**src/hw/rtl/b64d_pkg.sv**
```systemverilog
// b64d_pkg: shared types for the base64 stream decoder
// item structs for both channels, the group record and the queue status
// no dependencies
package b64d_pkg;

    typedef struct packed {
        logic [7:0] char_in;
        logic       final_char;
    } in_item_t;

    typedef struct packed {
        logic [7:0] byte_out;
        logic       group_last;
        logic       stream_end;
    } out_item_t;

    // one closed group: bytes packed to the front, count 1..3
    typedef struct packed {
        logic [2:0][7:0] bytes;
        logic [1:0]      n_bytes;
        logic            fin;
    } group_rec_t;

    typedef struct packed {
        logic full;
        logic empty;
    } queue_status_t;

endpackage

```
**src/hw/rtl/b64d_front.sv**
```systemverilog
// b64d_front: character intake, sextet lookup and group assembly
// emits one group record per closed group
// depends on b64d_pkg
module b64d_front
(
    input  logic                     clk,
    input  logic                     rst_n,
    input  logic                     push,
    input  b64d_pkg::in_item_t       in_data,
    input  logic                     q_full,
    output logic                     q_push,
    output b64d_pkg::group_rec_t     q_rec
);

    localparam logic [7:0] PAD_CHAR = 8'h3D;

    function automatic logic [5:0] sextet_of(input logic [7:0] ch);
        logic [5:0] res;
        res = 6'd0;
        if (ch >= 8'h41 && ch <= 8'h5A)
        begin
            res = 6'(ch - 8'h41);
        end
        else if (ch >= 8'h61 && ch <= 8'h7A)
        begin
            res = 6'(ch - 8'h61 + 8'd26);
        end
        else if (ch >= 8'h30 && ch <= 8'h39)
        begin
            res = 6'(ch - 8'h30 + 8'd52);
        end
        else if (ch == 8'h2B)
        begin
            res = 6'd62;
        end
        else if (ch == 8'h2F)
        begin
            res = 6'd63;
        end
        return res;
    endfunction

    logic [2:0][5:0] store_reg;
    logic [2:0][5:0] store_next;
    logic [1:0]      gc_reg;
    logic [1:0]      gc_next;
    logic            prev_pad_reg;
    logic            prev_pad_next;

    logic       accept;
    logic       close;
    logic       is_pad;
    logic [5:0] val;
    logic [5:0] v0, v1, v2, v3;
    logic [7:0] b1, b2, b3;

    always_comb
    begin
        accept = push && !q_full;
        val    = sextet_of(in_data.char_in);
        is_pad = (in_data.char_in == PAD_CHAR);
        close  = in_data.final_char || (gc_reg == 2'd3);

        // slots past the fill count are always zero
        v0 = (gc_reg == 2'd0) ? val : store_reg[0];
        v1 = (gc_reg == 2'd1) ? val : store_reg[1];
        v2 = (gc_reg == 2'd2) ? val : store_reg[2];
        v3 = (gc_reg == 2'd3) ? val : 6'd0;

        b1 = {v0, v1[5:4]};
        b2 = {v1[3:0], v2[5:2]};
        b3 = {v2[1:0], v3};

        q_rec.bytes[0] = b1;
        q_rec.bytes[1] = prev_pad_reg ? b3 : b2;
        q_rec.bytes[2] = b3;
        q_rec.n_bytes  = 2'd1 + {1'b0, !prev_pad_reg} + {1'b0, !is_pad};
        q_rec.fin      = in_data.final_char;

        q_push = accept && close;

        store_next    = store_reg;
        gc_next       = gc_reg;
        prev_pad_next = prev_pad_reg;
        if (accept)
        begin
            prev_pad_next = is_pad;
            if (close)
            begin
                store_next = '0;
                gc_next    = 2'd0;
            end
            else
            begin
                store_next[gc_reg] = val;
                gc_next            = gc_reg + 2'd1;
            end
        end
    end

    always_ff @(posedge clk or negedge rst_n)
    begin
        if (!rst_n)
        begin
            store_reg    <= '0;
            gc_reg       <= 2'd0;
            prev_pad_reg <= 1'b0;
        end
        else
        begin
            store_reg    <= store_next;
            gc_reg       <= gc_next;
            prev_pad_reg <= prev_pad_next;
        end
    end

endmodule

```
**src/hw/rtl/b64d_queue.sv**
```systemverilog
// b64d_queue: small fifo of group records between front and back
// register array with a read pointer, write pointer and fill count
// depends on b64d_pkg
module b64d_queue
#(
    parameter int DEPTH = 4
)
(
    input  logic                     clk,
    input  logic                     rst_n,
    input  logic                     wr,
    input  b64d_pkg::group_rec_t     wr_rec,
    input  logic                     rd,
    output b64d_pkg::group_rec_t     head,
    output b64d_pkg::queue_status_t  status
);

    localparam int PTR_W = $clog2(DEPTH);
    localparam int CNT_W = $clog2(DEPTH + 1);

    b64d_pkg::group_rec_t mem_reg [DEPTH];

    logic [PTR_W-1:0] wr_ptr_reg;
    logic [PTR_W-1:0] wr_ptr_next;
    logic [PTR_W-1:0] rd_ptr_reg;
    logic [PTR_W-1:0] rd_ptr_next;
    logic [CNT_W-1:0] cnt_reg;
    logic [CNT_W-1:0] cnt_next;
    logic             do_wr;
    logic             do_rd;

    always_comb
    begin
        status.full  = (cnt_reg == CNT_W'(DEPTH));
        status.empty = (cnt_reg == '0);
        head         = mem_reg[rd_ptr_reg];
        do_wr        = wr && !status.full;
        do_rd        = rd && !status.empty;

        wr_ptr_next = wr_ptr_reg;
        rd_ptr_next = rd_ptr_reg;
        cnt_next    = cnt_reg;
        if (do_wr)
        begin
            wr_ptr_next = (wr_ptr_reg == PTR_W'(DEPTH - 1)) ? '0 : wr_ptr_reg + 1'b1;
        end
        if (do_rd)
        begin
            rd_ptr_next = (rd_ptr_reg == PTR_W'(DEPTH - 1)) ? '0 : rd_ptr_reg + 1'b1;
        end
        if (do_wr && !do_rd)
        begin
            cnt_next = cnt_reg + 1'b1;
        end
        else if (do_rd && !do_wr)
        begin
            cnt_next = cnt_reg - 1'b1;
        end
    end

    always_ff @(posedge clk)
    begin
        if (do_wr)
        begin
            mem_reg[wr_ptr_reg] <= wr_rec;
        end
    end

    always_ff @(posedge clk or negedge rst_n)
    begin
        if (!rst_n)
        begin
            wr_ptr_reg <= '0;
            rd_ptr_reg <= '0;
            cnt_reg    <= '0;
        end
        else
        begin
            wr_ptr_reg <= wr_ptr_next;
            rd_ptr_reg <= rd_ptr_next;
            cnt_reg    <= cnt_next;
        end
    end

`ifndef SYNTHESIS
    a_cnt_up: assert property (@(posedge clk) disable iff (!rst_n)
        (do_wr && !do_rd) |=> cnt_reg == $past(cnt_reg) + 1'b1)
        else $error("queue count did not rise on write");
    a_cnt_down: assert property (@(posedge clk) disable iff (!rst_n)
        (do_rd && !do_wr) |=> cnt_reg == $past(cnt_reg) - 1'b1)
        else $error("queue count did not fall on read");
    a_ptr_gap: assert property (@(posedge clk) disable iff (!rst_n)
        status.empty |-> wr_ptr_reg == rd_ptr_reg)
        else $error("empty queue with pointers apart");
`endif

endmodule

```
**src/hw/rtl/b64d_back.sv**
```systemverilog
// b64d_back: walks the bytes of the head group record onto the result port
// byte index counter and last/end flag generation
// depends on b64d_pkg
module b64d_back
(
    input  logic                     clk,
    input  logic                     rst_n,
    input  b64d_pkg::group_rec_t     head,
    input  logic                     q_empty,
    output logic                     q_pop,
    input  logic                     pop,
    output logic                     empty,
    output b64d_pkg::out_item_t      out_data
);

    logic [1:0] k_reg;
    logic [1:0] k_next;
    logic       last;
    logic       take;

    always_comb
    begin
        empty = q_empty;
        take  = pop && !q_empty;
        last  = (k_reg == head.n_bytes - 2'd1);

        case (k_reg)
            2'd0:    out_data.byte_out = head.bytes[0];
            2'd1:    out_data.byte_out = head.bytes[1];
            2'd2:    out_data.byte_out = head.bytes[2];
            default: out_data.byte_out = 8'd0;
        endcase
        out_data.group_last = last;
        out_data.stream_end = last && head.fin;

        q_pop  = take && last;
        k_next = k_reg;
        if (take)
        begin
            k_next = last ? 2'd0 : k_reg + 2'd1;
        end
    end

    always_ff @(posedge clk or negedge rst_n)
    begin
        if (!rst_n)
        begin
            k_reg <= 2'd0;
        end
        else
        begin
            k_reg <= k_next;
        end
    end

`ifndef SYNTHESIS
    a_nonzero: assert property (@(posedge clk) disable iff (!rst_n)
        !q_empty |-> head.n_bytes != 2'd0)
        else $error("group record with no bytes");
    a_in_range: assert property (@(posedge clk) disable iff (!rst_n)
        !q_empty |-> k_reg < head.n_bytes)
        else $error("byte index past group size");
    a_idle_index: assert property (@(posedge clk) disable iff (!rst_n)
        q_empty |-> k_reg == 2'd0)
        else $error("byte index not cleared while queue empty");
`endif

endmodule

```
**src/hw/rtl/base64_stream_decoder.sv**
```systemverilog
// base64_stream_decoder: top level of the base64 text stream decoder
// ties front, group queue and back together
// depends on b64d_pkg, b64d_front, b64d_queue, b64d_back
//
// usage
//   input channel: in_data carries one character and its final flag; a
//   transfer happens on a rising edge with push high and full low
//   result channel: out_data holds the oldest decoded byte while empty is
//   low; a transfer happens on a rising edge with pop high and empty low
//   the front takes one character per cycle while full is low and, when
//   a group closes (fourth character or a final flag), writes a record
//   of 1..3 bytes into a QUEUE_DEPTH-entry queue; the back hands those
//   bytes out one per cycle while pop is high
//   latency: with the queue empty, a closing character's first byte is
//   visible the cycle after its transfer; later bytes follow one per pop
//   throughput: one character per cycle while full is low; one byte
//   per pop out, so the queue absorbs bursts of short final groups
//   receiver stall: records pile up in the queue; once it is full, full
//   rises and characters are held off until the back drains a group
//   reset: queue emptied, open group cleared, pad memory set to not-pad
module base64_stream_decoder
#(
    parameter int QUEUE_DEPTH = 4
)
(
    input  logic                     clk,
    input  logic                     rst_n,
    input  logic                     push,
    output logic                     full,
    input  b64d_pkg::in_item_t       in_data,
    output logic                     empty,
    input  logic                     pop,
    output b64d_pkg::out_item_t      out_data
);

    // front to queue
    logic                    q_push;
    b64d_pkg::group_rec_t    q_rec;

    // queue to back
    b64d_pkg::group_rec_t    q_head;
    b64d_pkg::queue_status_t q_status;
    logic                    q_pop;

    // full is the queue's full flag: the front never stalls otherwise
    assign full = q_status.full;

    b64d_front u_front
    (
        .clk      (clk),
        .rst_n    (rst_n),
        .push     (push),
        .in_data  (in_data),
        .q_full   (q_status.full),
        .q_push   (q_push),
        .q_rec    (q_rec)
    );

    b64d_queue #(.DEPTH(QUEUE_DEPTH)) u_queue
    (
        .clk      (clk),
        .rst_n    (rst_n),
        .wr       (q_push),
        .wr_rec   (q_rec),
        .rd       (q_pop),
        .head     (q_head),
        .status   (q_status)
    );

    b64d_back u_back
    (
        .clk      (clk),
        .rst_n    (rst_n),
        .head     (q_head),
        .q_empty  (q_status.empty),
        .q_pop    (q_pop),
        .pop      (pop),
        .empty    (empty),
        .out_data (out_data)
    );

endmodule

```
**config.mk**
```make
export PLATFORM = sky130hd
export DESIGN_NAME = base64_stream_decoder
export DESIGN_NICKNAME = d
export VERILOG_FILES = /design/src/hw/rtl/b64d_pkg.sv /design/src/hw/rtl/b64d_front.sv /design/src/hw/rtl/b64d_queue.sv /design/src/hw/rtl/b64d_back.sv /design/src/hw/rtl/base64_stream_decoder.sv
export SDC_FILE = /design/constraint.sdc
export NUM_CORES = 1
export LEC_CHECK = 0
export ABC_AREA = 1
export BUFFER_PORTS_ARGS = -buffer_cell sky130_fd_sc_hd__buf_2
export CORE_MARGIN = 3
export CORE_UTILIZATION = 62
export CTS_BUF_LIST = sky130_fd_sc_hd__clkbuf_4 sky130_fd_sc_hd__clkbuf_8 sky130_fd_sc_hd__clkbuf_16
export CTS_CLUSTER_DIAMETER = 200
export CTS_CLUSTER_SIZE = 24
export DETAILED_ROUTE_END_ITERATION = 8
export HOLD_SLACK_MARGIN = 0.12
export PLACE_DENSITY = 0.8
export SYNTH_ARGS = -nofsm -noshare
export SYNTH_HDL_FRONTEND = slang
export SYNTH_SLANG_ARGS = --single-unit
```
**constraint.sdc**
```tcl
create_clock -name clk -period 3.25 [get_ports clk]
set_clock_uncertainty 0.2 [all_clocks]
set_input_delay 0.325 -clock clk [delete_from_list [all_inputs] [get_ports clk]]
set_output_delay 0.325 -clock clk [all_outputs]
set_load 0.02 [all_outputs]
```
* Word-level counts from Yosys, hierarchy flattened
Memory sizes are Yosys's and may differ from the RTL's. Cells that the tools add are included.
Storage, ports and cells: flip-flop bits (word level) 30, bits in writable memories 108, memories kept 1
Operators by class: equality and inequality tests 12, mux-type cells 23, $add $sub $neg 14, reduce and logical (&&, ||, !) cells 24, $lt $le $gt $ge 8
Memory list:
- u_queue.mem_reg | words 4, bits a word 27, read ports 1, clocked after Yosys merged registers in 0, wr ports 1, line b64d_queue.sv:21 | b64d_pkg::group_rec_t mem_reg [DEPTH];
Operators by type and width (count):
- $mux 6 | 10
- $eq 8x6->1 const B | 3
- $pmux 8 s3 | 1
- $bwmux 18 | 1
- $mux 18 | 1
- $ge 8x7->1 const B | 2
- $le 8x7->1 const B | 2
- $logic_and 1x1->1 | 13
- $demux 6 s2 | 1
- $sub 6x6->6 const B | 2
- $eq 2x2->1 const B | 5
- $add 2x1->2 const B | 4
- $ge 8x6->1 const B | 1
- $le 8x6->1 const B | 1
- $mux 2 | 4
- $mux 8 | 1
- $add 6x5->6 const B | 1
- $add 6x6->6 const B | 1
- $logic_not 1->1 | 6
- $mux 3 | 2
- $sub 6x1->6 const B | 1
- $eq 2x1->1 const B | 2
- $logic_not 2->1 | 2
- $add 3x1->3 const B | 1
- 12 further kinds | 13

* Logic depth before layout (Yosys ltp)
Gate-level depths: netlist (run 1).
word-level depth 9, gate-level depth with buffers 17, mapped depth without buffers 16

* Cells and area by module
Synthesis (run 1) repeated with hierarchy kept, for this count alone.
Unflattened totals: cell total of the unflattened synthesis 771, area, all modules 7262.0 um^2
By module, submodules not included:
- b64d_queue | sequential area each 3418.3 um^2, cells each 375, times used 1, area each 4780.8 um^2
- b64d_front | sequential area each 525.5 um^2, cells each 306, times used 1, area each 2023.2 um^2
- b64d_back | sequential area each 50.0 um^2, cells each 90, times used 1, area each 457.9 um^2

* Worst setup path before layout (run 1)
Ideal clock, no wire load.
kind register to register, start point register u_front.gc_reg[0], end point memory u_queue.mem_reg[0][0] (netlist name) (enable), required time 2.639 ns, cell stages (with the launch flop) 6, setup slack 0.419 ns, arrival time 2.220 ns, library setup time 0.411 ns, period minus slack after synthesis 2.831 ns, cells stage by stage dfrtp_1 ha_1 nor2_2 nor2_1 inv_1 nor2_1
On the way: longest elaborated chain between the ends 6
Ends and longest elaborated chain:
- start: declaration | line b64d_front.sv:45 | logic [1:0] gc_reg;
- start signal: assignment | line b64d_front.sv:112 | gc_reg <= gc_next;
- $eq 2x2->1 | line b64d_front.sv:62 | close = in_data.final_char || (gc_reg == 2'd3);
- $logic_or 1x1->1 | line b64d_front.sv:62
- $logic_and 1x1->1 | line b64d_front.sv:80 | q_push = accept && close;
- $logic_and 1x1->1 | line b64d_queue.sv:37 | do_wr = wr && !status.full;
- net u_queue.do_wr | line b64d_queue.sv:29 | logic do_wr;
- $mux 1 | line b64d_queue.sv:63 | if (do_wr)
- $mux 1 (not written as such) | line b64d_queue.sv:65 | mem_reg[wr_ptr_reg] <= wr_rec;
- end: declaration | line b64d_queue.sv:21
The timed path passes the listed nets, and every way through them passes these cells.

==> results of run 1 <==
==> cell families after synthesis <==
kind of cell	Yosys count
buffers and inverters	103
and+or+nand+nor	306
DFF	138
AOI/OAI and AO/OA	126
adders and majority gates	25
xor gates and xnor gates	10
muxes	1
==> layout make-up <==
type                    instances  area (sq um)
inverters                      77           302
repair buffers                 35           214
clock inverters                13           128
well taps                     140           175
multi-input cells             468          2520
clock buffers                  19           429
fillers                       774          3130
flip-flops and latches        138          3990
==> critical path, cell delays in order (launching register included) <==
cell and delay [ns]:
sky130_fd_sc_hd__dfrtp_1 0.51, sky130_fd_sc_hd__inv_4 0.29, sky130_fd_sc_hd__buf_4 0.33, sky130_fd_sc_hd__o21ai_0 0.15, sky130_fd_sc_hd__o22ai_1 0.17, sky130_fd_sc_hd__nand2_1 0.10, sky130_fd_sc_hd__nand3_1 0.12, sky130_fd_sc_hd__nand2_1 0.07
sky130_fd_sc_hd__inv_1 0.05, sky130_fd_sc_hd__buf_2 0.15
==> cells in the final DEF, fill, tap and decap left out, types with 2 or more instances in the layout <==
cell and n:
sky130_fd_sc_hd__buf_4 7, sky130_fd_sc_hd__xor2_1 9, sky130_fd_sc_hd__nand4_1 2, sky130_fd_sc_hd__dlygate4sd3_1 3, sky130_fd_sc_hd__nor3_1 4, sky130_fd_sc_hd__inv_1 68, sky130_fd_sc_hd__inv_2 6, sky130_fd_sc_hd__o21ai_2 3
sky130_fd_sc_hd__nand2_4 4, sky130_fd_sc_hd__dfrtp_1 30, sky130_fd_sc_hd__clkinv_1 2, sky130_fd_sc_hd__buf_2 24, sky130_fd_sc_hd__nor2_1 65, sky130_fd_sc_hd__a22o_1 2, sky130_fd_sc_hd__nand3_1 34, sky130_fd_sc_hd__nand3_4 2
sky130_fd_sc_hd__clkinv_2 4, sky130_fd_sc_hd__clkbuf_16 16, sky130_fd_sc_hd__inv_4 2, sky130_fd_sc_hd__nor2_2 8, sky130_fd_sc_hd__o21ai_0 74, sky130_fd_sc_hd__edfxtp_1 108, sky130_fd_sc_hd__o21ai_1 8, sky130_fd_sc_hd__clkbuf_4 2
sky130_fd_sc_hd__nand2_2 11, sky130_fd_sc_hd__nand2_1 160, sky130_fd_sc_hd__clkinvlp_4 3, sky130_fd_sc_hd__bufinv_16 2, sky130_fd_sc_hd__a21oi_1 12, sky130_fd_sc_hd__ha_1 24, sky130_fd_sc_hd__nand3_2 12, sky130_fd_sc_hd__o22ai_1 25
==> worst paths after layout <==
check / slack (ns) / start / to
worst max-delay path: 0.24 / u_queue.rd_ptr_reg[0]$_DFFE_PN0P_ / out_data[9]
worst min-delay path: 0.20 / pop / u_queue.rd_ptr_reg[1]$_DFFE_PN0P_
worst max register to register: 0.34 / u_queue.rd_ptr_reg[0]$_DFFE_PN0P_ / u_queue.cnt_reg[1]$_DFFE_PN0P_
worst min register to register: 0.28 / u_front.store_reg[10]$_DFFE_PN0P_ / u_front.store_reg[10]$_DFFE_PN0P_
max in group asynchronous: 2.19 / rst_n / u_front.store_reg[0]$_DFFE_PN0P_
min in group asynchronous: 0.21 / rst_n / u_back.k_reg[0]$_DFFE_PN0P_
==> metal layers <==
metal	wire length, microns	vias to the layer above	track usage (%)	part of all wire [%]
met4	263	0	8.35	1.7
li1	-	2434	-	-
met1	6320	2455	34.1	41
met5	0	-	0	0
met2	7750	202	42.9	51
met3	1020	34	6.09	6.6
==> stage by stage <==
stage                     setup slack, ns  util, %  cell area, sq um  hold slack, ns
after global placement              0.509     65.8              7170           0.189
after floorplan                     0.419        -              6950          -0.171
after CTS                           0.167     71.2              7750           0.173
after detailed placement            0.387     65.8              7170           0.198
after global routing               0.0184     71.3              7760           0.237
final                               0.235     71.3              7760           0.195
==> report_power, final <==
group | switching (mW) | leakage [nW] | internal, mW
registers | 0.139 | 1.38 | 2.31
logic | 1.70 | 1.62 | 0.731
clock network | 0.707 | 0.270 | 1.10
total | 2.55 | 3.28 | 4.14
==> what timing repair did <==
item | in CTS | in global routing
gates resized for setup | 0 | 1
hold buffers | 3 | 0
hold endpoints to repair | 53 | 0
setup endpoints to repair | 0 | 1
==> reports/qor.json, run 1 <==
{
  "antenna_cells": {"value": 0},
  "synth_fa_ha_area_share": {"value": 4.61, "unit": "%"},
  "synth.cell_area": {"value": 6950, "unit": "sq um"},
  "cp_data_arrival_time": {"value": 2.49, "unit": "ns"},
  "syn_to_final_growth": {"value": 11.6, "unit": "%"},
  "finalHoldViolations": {"value": 0},
  "share_of_synthesized_flip_flops_with_an_asynchronous_set_or_reset": {"value": 21.7, "unit": "%"},
  "synth_cell_type_count": {"value": 38},
  "tritoncts.num_buffers": {"value": 17},
  "clock_latency_late_sink": {"value": 0.52, "unit": "ns"},
  "netlist_top_cells_count": {"value": "sky130_fd_sc_hd__nand2_1, sky130_fd_sc_hd__edfxtp_1, sky130_fd_sc_hd__o21ai_0"},
  "yosys_register_bits": {"value": 138},
  "maxSlewViolCount": {"value": 0},
  "dpl.cell_count": {"value": 855},
  "finalSetupViolCount": {"value": 0},
  "synth_simple_gate_area_share": {"value": 20.1, "unit": "%"},
  "irDropWorstVdd": {"value": 0.000539, "unit": "V"},
  "ctsHtreeMaxLevel": {"value": 4},
  "placeableCoreArea": {"value": 10900, "unit": "sq um"},
  "crit_path_start_kind": {"value": "flip-flop"},
  "clock_path_buffers": {"value": 2},
  "min_path_cells": {"value": 5},
  "clockRootBuffer": {"value": "sky130_fd_sc_hd__clkbuf_8"},
  "floorplan.die.height": {"value": 112, "unit": "microns"},
  "syn_avg_cell_area": {"value": 9.80, "unit": "sq um"},
  "grt_pass1_vias": {"value": 5051},
  "buffer_count_from_post_cts_setup_fixing": {"value": 0},
  "routed_via_count_divided_by_cell_count": {"value": 5.76},
  "route.detailed.drc": {"value": 0},
  "cts_num_sinks": {"value": 138},
  "synth.top_cell.area_share": {"value": 46.7, "unit": "%"},
  "tightestPinTransition": {"value": 0.690, "unit": "ns"},
  "critPathKind": {"value": "reg2out"},
  "pin_count_of_the_biggest_net_entering_global_routing": {"value": 49},
  "placementRows": {"value": 38},
  "yosys-top-cells-area": {"value": "sky130_fd_sc_hd__edfxtp_1, sky130_fd_sc_hd__dfrtp_1, sky130_fd_sc_hd__nand2_1"},
  "timing.critical_path.fanout_max": {"value": 30},
  "cts_tree": {"value": "done"},
  "grt_overflow_total": {"value": 0},
  "fp.dieArea": {"value": 12500, "unit": "sq um"},
  "unrepaired_setup_endpoints_after_global_routing": {"value": "false"},
  "timing.reg2reg.worst_path_depth": {"value": 12},
  "count_leader_synth": {"value": "sky130_fd_sc_hd__nand2_1"},
  "p_leak": {"value": 3.28, "unit": "nW"},
  "dominantRegCellSynth": {"value": "sky130_fd_sc_hd__edfxtp_1"},
  "synth_enable_flop_cells": {"value": 108},
  "cap_viol_max_count": {"value": 0},
  "detailedRoute.firstIterationViolations": {"value": 536},
  "post_synth_xor_area_fraction": {"value": 1.26, "unit": "%"},
  "slew_headroom": {"value": 54.0, "unit": "%"},
  "synth_instances": {"value": 709},
  "yosys_warnings": {"value": 0},
  "route.antenna.remaining_nets": {"value": 0},
  "fin_tns_setup": {"value": 0, "unit": "ns"},
  "grt_use_total": {"value": 25.9, "unit": "%"},
  "fin_nets": {"value": 775},
  "post_route_cells_drive_above_1_share": {"value": 15.3, "unit": "%"},
  "layout_worst_path_cycle_share": {"value": 92.8, "unit": "%"},
  "post_synth_mux_area_share": {"value": 0.162, "unit": "%"},
  "buffer_ports.inserted": {"value": 24},
  "initial_core_utilization": {"value": 63.8, "unit": "%"},
  "cellPowerDensity": {"value": 862, "unit": "nW/um^2"},
  "synth_compound_area_share": {"value": 9.99, "unit": "%"},
  "dominant_combinational_cell_family_by_area_after_synthesis": {"value": "simple AND/OR/NAND/NOR gates"},
  "run_status": {"value": "finished clean"},
  "period_minus_slack": {"value": 3.01, "unit": "ns"},
  "clock_transition_at_the_registers_of_the_reported_paths": {"value": 0.06, "unit": "ns"},
  "mappedNetlistNets": {"value": 747},
  "post-layout-total-power": {"value": 6.69, "unit": "mW"},
  "number_of_antenna_violations_at_the_first_check_in_global_routing": {"value": 0},
  "place.gp.congestion": {"value": 0.898},
  "instances_no_fill": {"value": 890},
  "io-pin-count": {"value": 25},
  "maxClockFrequency": {"value": 332, "unit": "MHz"},
  "postRouteWirelength": {"value": 15400, "unit": "microns"},
  "cp.required": {"value": 2.72, "unit": "ns"},
  "die_w": {"value": 112, "unit": "microns"},
  "worst_setup_path_end_kind": {"value": "primary output"},
  "dp_hpwl": {"value": 9950, "unit": "microns"},
  "grt_first_pass_wirelength": {"value": 25400, "unit": "microns"},
  "largest_reg_flops": {"value": 108},
  "detail_route.wl_per_cell": {"value": 17.3, "unit": "microns"},
  "yosysSeqAreaShare": {"value": 57.5, "unit": "%"},
  "hold_path_class": {"value": "in2reg"},
  "drtPass1Iterations": {"value": 7},
  "detailroute.via_count": {"value": 5125},
  "synthDominantAreaCellType": {"value": "sky130_fd_sc_hd__edfxtp_1"}
}
(Power assumes the default switching activity.)
==> run 2: changes to the inputs <==
--- a/config.mk
+++ b/config.mk
@@ -7,14 +7,16 @@
 export LEC_CHECK = 0
 export ABC_AREA = 1
 export BUFFER_PORTS_ARGS = -buffer_cell sky130_fd_sc_hd__buf_2
+export CELL_PAD_IN_SITES_DETAIL_PLACEMENT = 2
+export CELL_PAD_IN_SITES_GLOBAL_PLACEMENT = 2
 export CORE_MARGIN = 3
-export CORE_UTILIZATION = 62
+export CORE_UTILIZATION = 40
 export CTS_BUF_LIST = sky130_fd_sc_hd__clkbuf_4 sky130_fd_sc_hd__clkbuf_8 sky130_fd_sc_hd__clkbuf_16
 export CTS_CLUSTER_DIAMETER = 200
 export CTS_CLUSTER_SIZE = 24
 export DETAILED_ROUTE_END_ITERATION = 8
 export HOLD_SLACK_MARGIN = 0.12
-export PLACE_DENSITY = 0.8
+export PLACE_DENSITY = 0.79
 export SYNTH_ARGS = -nofsm -noshare
 export SYNTH_HDL_FRONTEND = slang
 export SYNTH_SLANG_ARGS = --single-unit
==> reports/qor.json, run 2 (synthesized netlist as in run 1, its figures left out) <==
{
  "die_w": {"value": 138, "unit": "microns", "change": "+23%"},
  "critPathKind": {"value": "reg2out"},
  "p_leak": {"value": 3.27, "unit": "nW", "change": "-0.14%"},
  "timing.hold.ws": {"value": 0.155, "unit": "ns", "change": "-0.0400 ns"},
  "grt_use_total": {"value": 23.9, "unit": "%", "change": "-2.0 points"},
  "ctsHtreeMaxLevel": {"value": 4, "change": "unchanged"},
  "route.antenna.remaining_nets": {"value": 0, "change": "unchanged"},
  "post_route_cells_drive_above_1_share": {"value": 15.5, "unit": "%", "change": "+0.15 points"},
  "buffer_ports.inserted": {"value": 24, "change": "unchanged"},
  "cts_tree": {"value": "done"},
  "cp.required": {"value": 2.72, "unit": "ns", "change": "about the same"},
  "area_occupied_by_multi_input_gates": {"value": 2520, "unit": "sq um", "change": "unchanged"},
  "final_common_cell": {"value": "sky130_fd_sc_hd__nand2_1"},
  "fin_tns_setup": {"value": 0, "unit": "ns", "change": "unchanged"},
  "number_of_antenna_violations_at_the_first_check_in_global_routing": {"value": 0, "change": "unchanged"},
  "post_cts.resized_instances": {"value": 0, "change": "unchanged"},
  "slew_headroom": {"value": 42.6, "unit": "%", "change": "-11 points"},
  "unrepaired_setup_endpoints_after_global_routing": {"value": "false"},
  "utilization": {"value": 46.6, "unit": "%", "change": "-25 points"},
  "detailedRoute.firstIterationViolations": {"value": 381, "change": "-29%"},
  "post-layout-total-power": {"value": 6.91, "unit": "mW", "change": "+3.4%"},
  "finalSetupViolCount": {"value": 0, "change": "unchanged"},
  "hold_path_class": {"value": "in2reg"},
  "routed_via_count_divided_by_cell_count": {"value": 5.38, "change": "-6.5%"},
  "finalHoldViolations": {"value": 0, "change": "unchanged"},
  "run_status": {"value": "finished clean"},
  "placeableCoreArea": {"value": 16800, "unit": "sq um", "change": "+54%"},
  "pin_count_of_the_biggest_net_entering_global_routing": {"value": 51, "change": "+4.1%"},
  "tightestPinTransition": {"value": 0.854, "unit": "ns", "change": "+0.165 ns"},
  "route.detailed.drc": {"value": 0, "change": "unchanged"},
  "grt_overflow_total": {"value": 0, "change": "unchanged"},
  "final.setup.worst_slack": {"value": 0.241, "unit": "ns", "change": "+0.00571 ns"},
  "tritoncts.num_buffers": {"value": 17, "change": "unchanged"},
  "placementRows": {"value": 47, "change": "+24%"},
  "fin_nets": {"value": 774, "change": "-0.13%"},
  "dp_hpwl": {"value": 14100, "unit": "microns", "change": "+42%"},
  "syn_to_final_growth": {"value": 12.7, "unit": "%"},
  "antenna_cells": {"value": 0, "change": "unchanged"},
  "nFillCells": {"value": 1826, "change": "+140%"},
  "floorplan.die.height": {"value": 138, "unit": "microns", "change": "+23%"},
  "final_cell_mix": {"value": "sky130_fd_sc_hd__nand2_1, sky130_fd_sc_hd__edfxtp_1, sky130_fd_sc_hd__o21ai_0, sky130_fd_sc_hd__inv_1, sky130_fd_sc_hd__nor2_1"},
  "grt_pass1_vias": {"value": 5814, "change": "+15%"},
  "io-pin-count": {"value": 25, "change": "unchanged"},
  "period_minus_slack": {"value": 3.01, "unit": "ns", "change": "-0.00571 ns"},
  "final_design_area_no_fill": {"value": 7830, "unit": "sq um", "change": "+0.97%"},
  "cp_data_arrival_time": {"value": 2.48, "unit": "ns", "change": "about the same"},
  "instances_no_fill": {"value": 969, "change": "+8.9%"},
  "postRouteWirelength": {"value": 21200, "unit": "microns", "change": "+38%"},
  "crit_path_start_kind": {"value": "flip-flop"},
  "dpl_cell_area": {"value": 7270, "unit": "sq um", "change": "+1.4%"},
  "fp.dieArea": {"value": 19000, "unit": "sq um", "change": "+52%"},
  "clock_path_buffers": {"value": 2, "change": "unchanged"},
  "initial_core_utilization": {"value": 41.3, "unit": "%", "change": "-23 points"},
  "grt_first_pass_wirelength": {"value": 33900, "unit": "microns", "change": "+33%"},
  "cellPowerDensity": {"value": 882, "unit": "nW/um^2", "change": "+2.4%"},
  "layout_worst_path_cycle_share": {"value": 92.6, "unit": "%", "change": "-0.18 points"},
  "detailroute.via_count": {"value": 5217, "change": "+1.8%"},
  "timing.critical_path.fanout_max": {"value": 32, "change": "+6.7%"},
  "place.gp.congestion": {"value": 0.830, "change": "-7.6%"},
  "drtPass1Iterations": {"value": 5, "change": "-2"},
  "clockRootBuffer": {"value": "sky130_fd_sc_hd__clkbuf_16"},
  "largest_reg_flops": {"value": 108, "change": "unchanged"},
  "worst_setup_path_end_kind": {"value": "primary output"},
  "cap_viol_max_count": {"value": 0, "change": "unchanged"},
  "detail_route.wl_per_cell": {"value": 21.9, "unit": "microns", "change": "+27%"},
  "clock_transition_at_the_registers_of_the_reported_paths": {"value": 0.06, "unit": "ns", "change": "about the same"},
  "clock_latency_late_sink": {"value": 0.42, "unit": "ns", "change": "-0.10 ns"},
  "place_worst_setup_slack": {"value": 0.297, "unit": "ns", "change": "-0.0902 ns"},
  "cts_num_sinks": {"value": 138, "change": "unchanged"},
  "maxSlewViolCount": {"value": 0, "change": "unchanged"},
  "dpl.cell_count": {"value": 935, "change": "+9.4%"},
  "maxClockFrequency": {"value": 332, "unit": "MHz", "change": "+0.19%"},
  "irDropWorstVdd": {"value": 0.000389, "unit": "V", "change": "-28%"},
  "seq_cell_area": {"value": 3990, "unit": "sq um", "change": "unchanged"}
}
run 2: cell count changes in the layout (fill, tap and decap cells not counted):
| cell | before | now |
|---|---|---|
| sky130_fd_sc_hd__clkinv_2 | 4 | 6 |
| sky130_fd_sc_hd__clkinv_4 | 1 | 3 |
| sky130_fd_sc_hd__buf_4 | 7 | 8 |
| sky130_fd_sc_hd__buf_6 | 1 | 0 |
| sky130_fd_sc_hd__bufinv_16 | 2 | 1 |
| sky130_fd_sc_hd__clkbuf_16 | 16 | 17 |
| sky130_fd_sc_hd__clkbuf_8 | 1 | 0 |
| sky130_fd_sc_hd__clkinv_1 | 2 | 1 |
| sky130_fd_sc_hd__clkinvlp_4 | 3 | 2 |
| sky130_fd_sc_hd__dlygate4sd3_1 | 3 | 2 |
| sky130_fd_sc_hd__inv_6 | 1 | 0 |
run 2: power breakdown:
group          leakage [nW]  switching, mW  internal [mW]  total [mW]
Clock                 0.271          0.745           1.06        1.80
Sequential             1.38          0.155           2.31        2.46
Combinational          1.62           1.92          0.730        2.64
run 2: critical path, cell delays in order, from the launching register on:
cell and delay, ns:
sky130_fd_sc_hd__dfrtp_1 0.48, sky130_fd_sc_hd__inv_4 0.27, sky130_fd_sc_hd__buf_4 0.40, sky130_fd_sc_hd__o21ai_0 0.16, sky130_fd_sc_hd__o22ai_1 0.20, sky130_fd_sc_hd__nand2_1 0.13
sky130_fd_sc_hd__nand3_1 0.13, sky130_fd_sc_hd__nand2_1 0.05, sky130_fd_sc_hd__inv_1 0.05, sky130_fd_sc_hd__buf_2 0.15
run 2: area by class of cell:
type,count,share of cell area (%)
flip-flops and latches,138,51.0
well taps,220,3.51
repair buffers,34,2.56
clock buffers,19,5.62
inverters,77,3.85
clock inverters,13,1.34
multi-input cells,468,32.1
run 2: path summary, 6_finish.rpt:
path                                                     to  cells after the start  slack, ns                              start
min in group asynchronous       u_back.k_reg[1]$_DFFE_PN0P_                      2       0.36                              rst_n
hold / removal             u_front.prev_pad_reg$_DFFE_PN0P_                      4       0.16                               push
max in group asynchronous  u_front.store_reg[0]$_DFFE_PN0P_                      2       1.98                              rst_n
hold reg to reg            u_front.store_reg[9]$_DFFE_PN0P_                      2       0.28   u_front.store_reg[9]$_DFFE_PN0P_
setup reg to reg             u_queue.cnt_reg[1]$_DFFE_PN0P_                     14       0.28  u_queue.rd_ptr_reg[0]$_DFFE_PN0P_
setup / recovery                                out_data[7]                      9       0.24  u_queue.rd_ptr_reg[0]$_DFFE_PN0P_
run 2: timing repair:
| item | in CTS | in global routing |
|---|---|---|
| hold buffers | 2 | 0 |
| endpoints found under the hold margin | 34 | 0 |
| setup buffers | 0 | 0 |
run 2: layer usage:
layer / vias up / wire length, microns / track usage (%)
li1: 2433 / - / -
met1: 2666 / 9290 / 30.2
met2: 91 / 11100 / 42.5
met3: 27 / 520 / 3.47
met4: 0 / 320 / 6.75
met5: - / 0 / 0
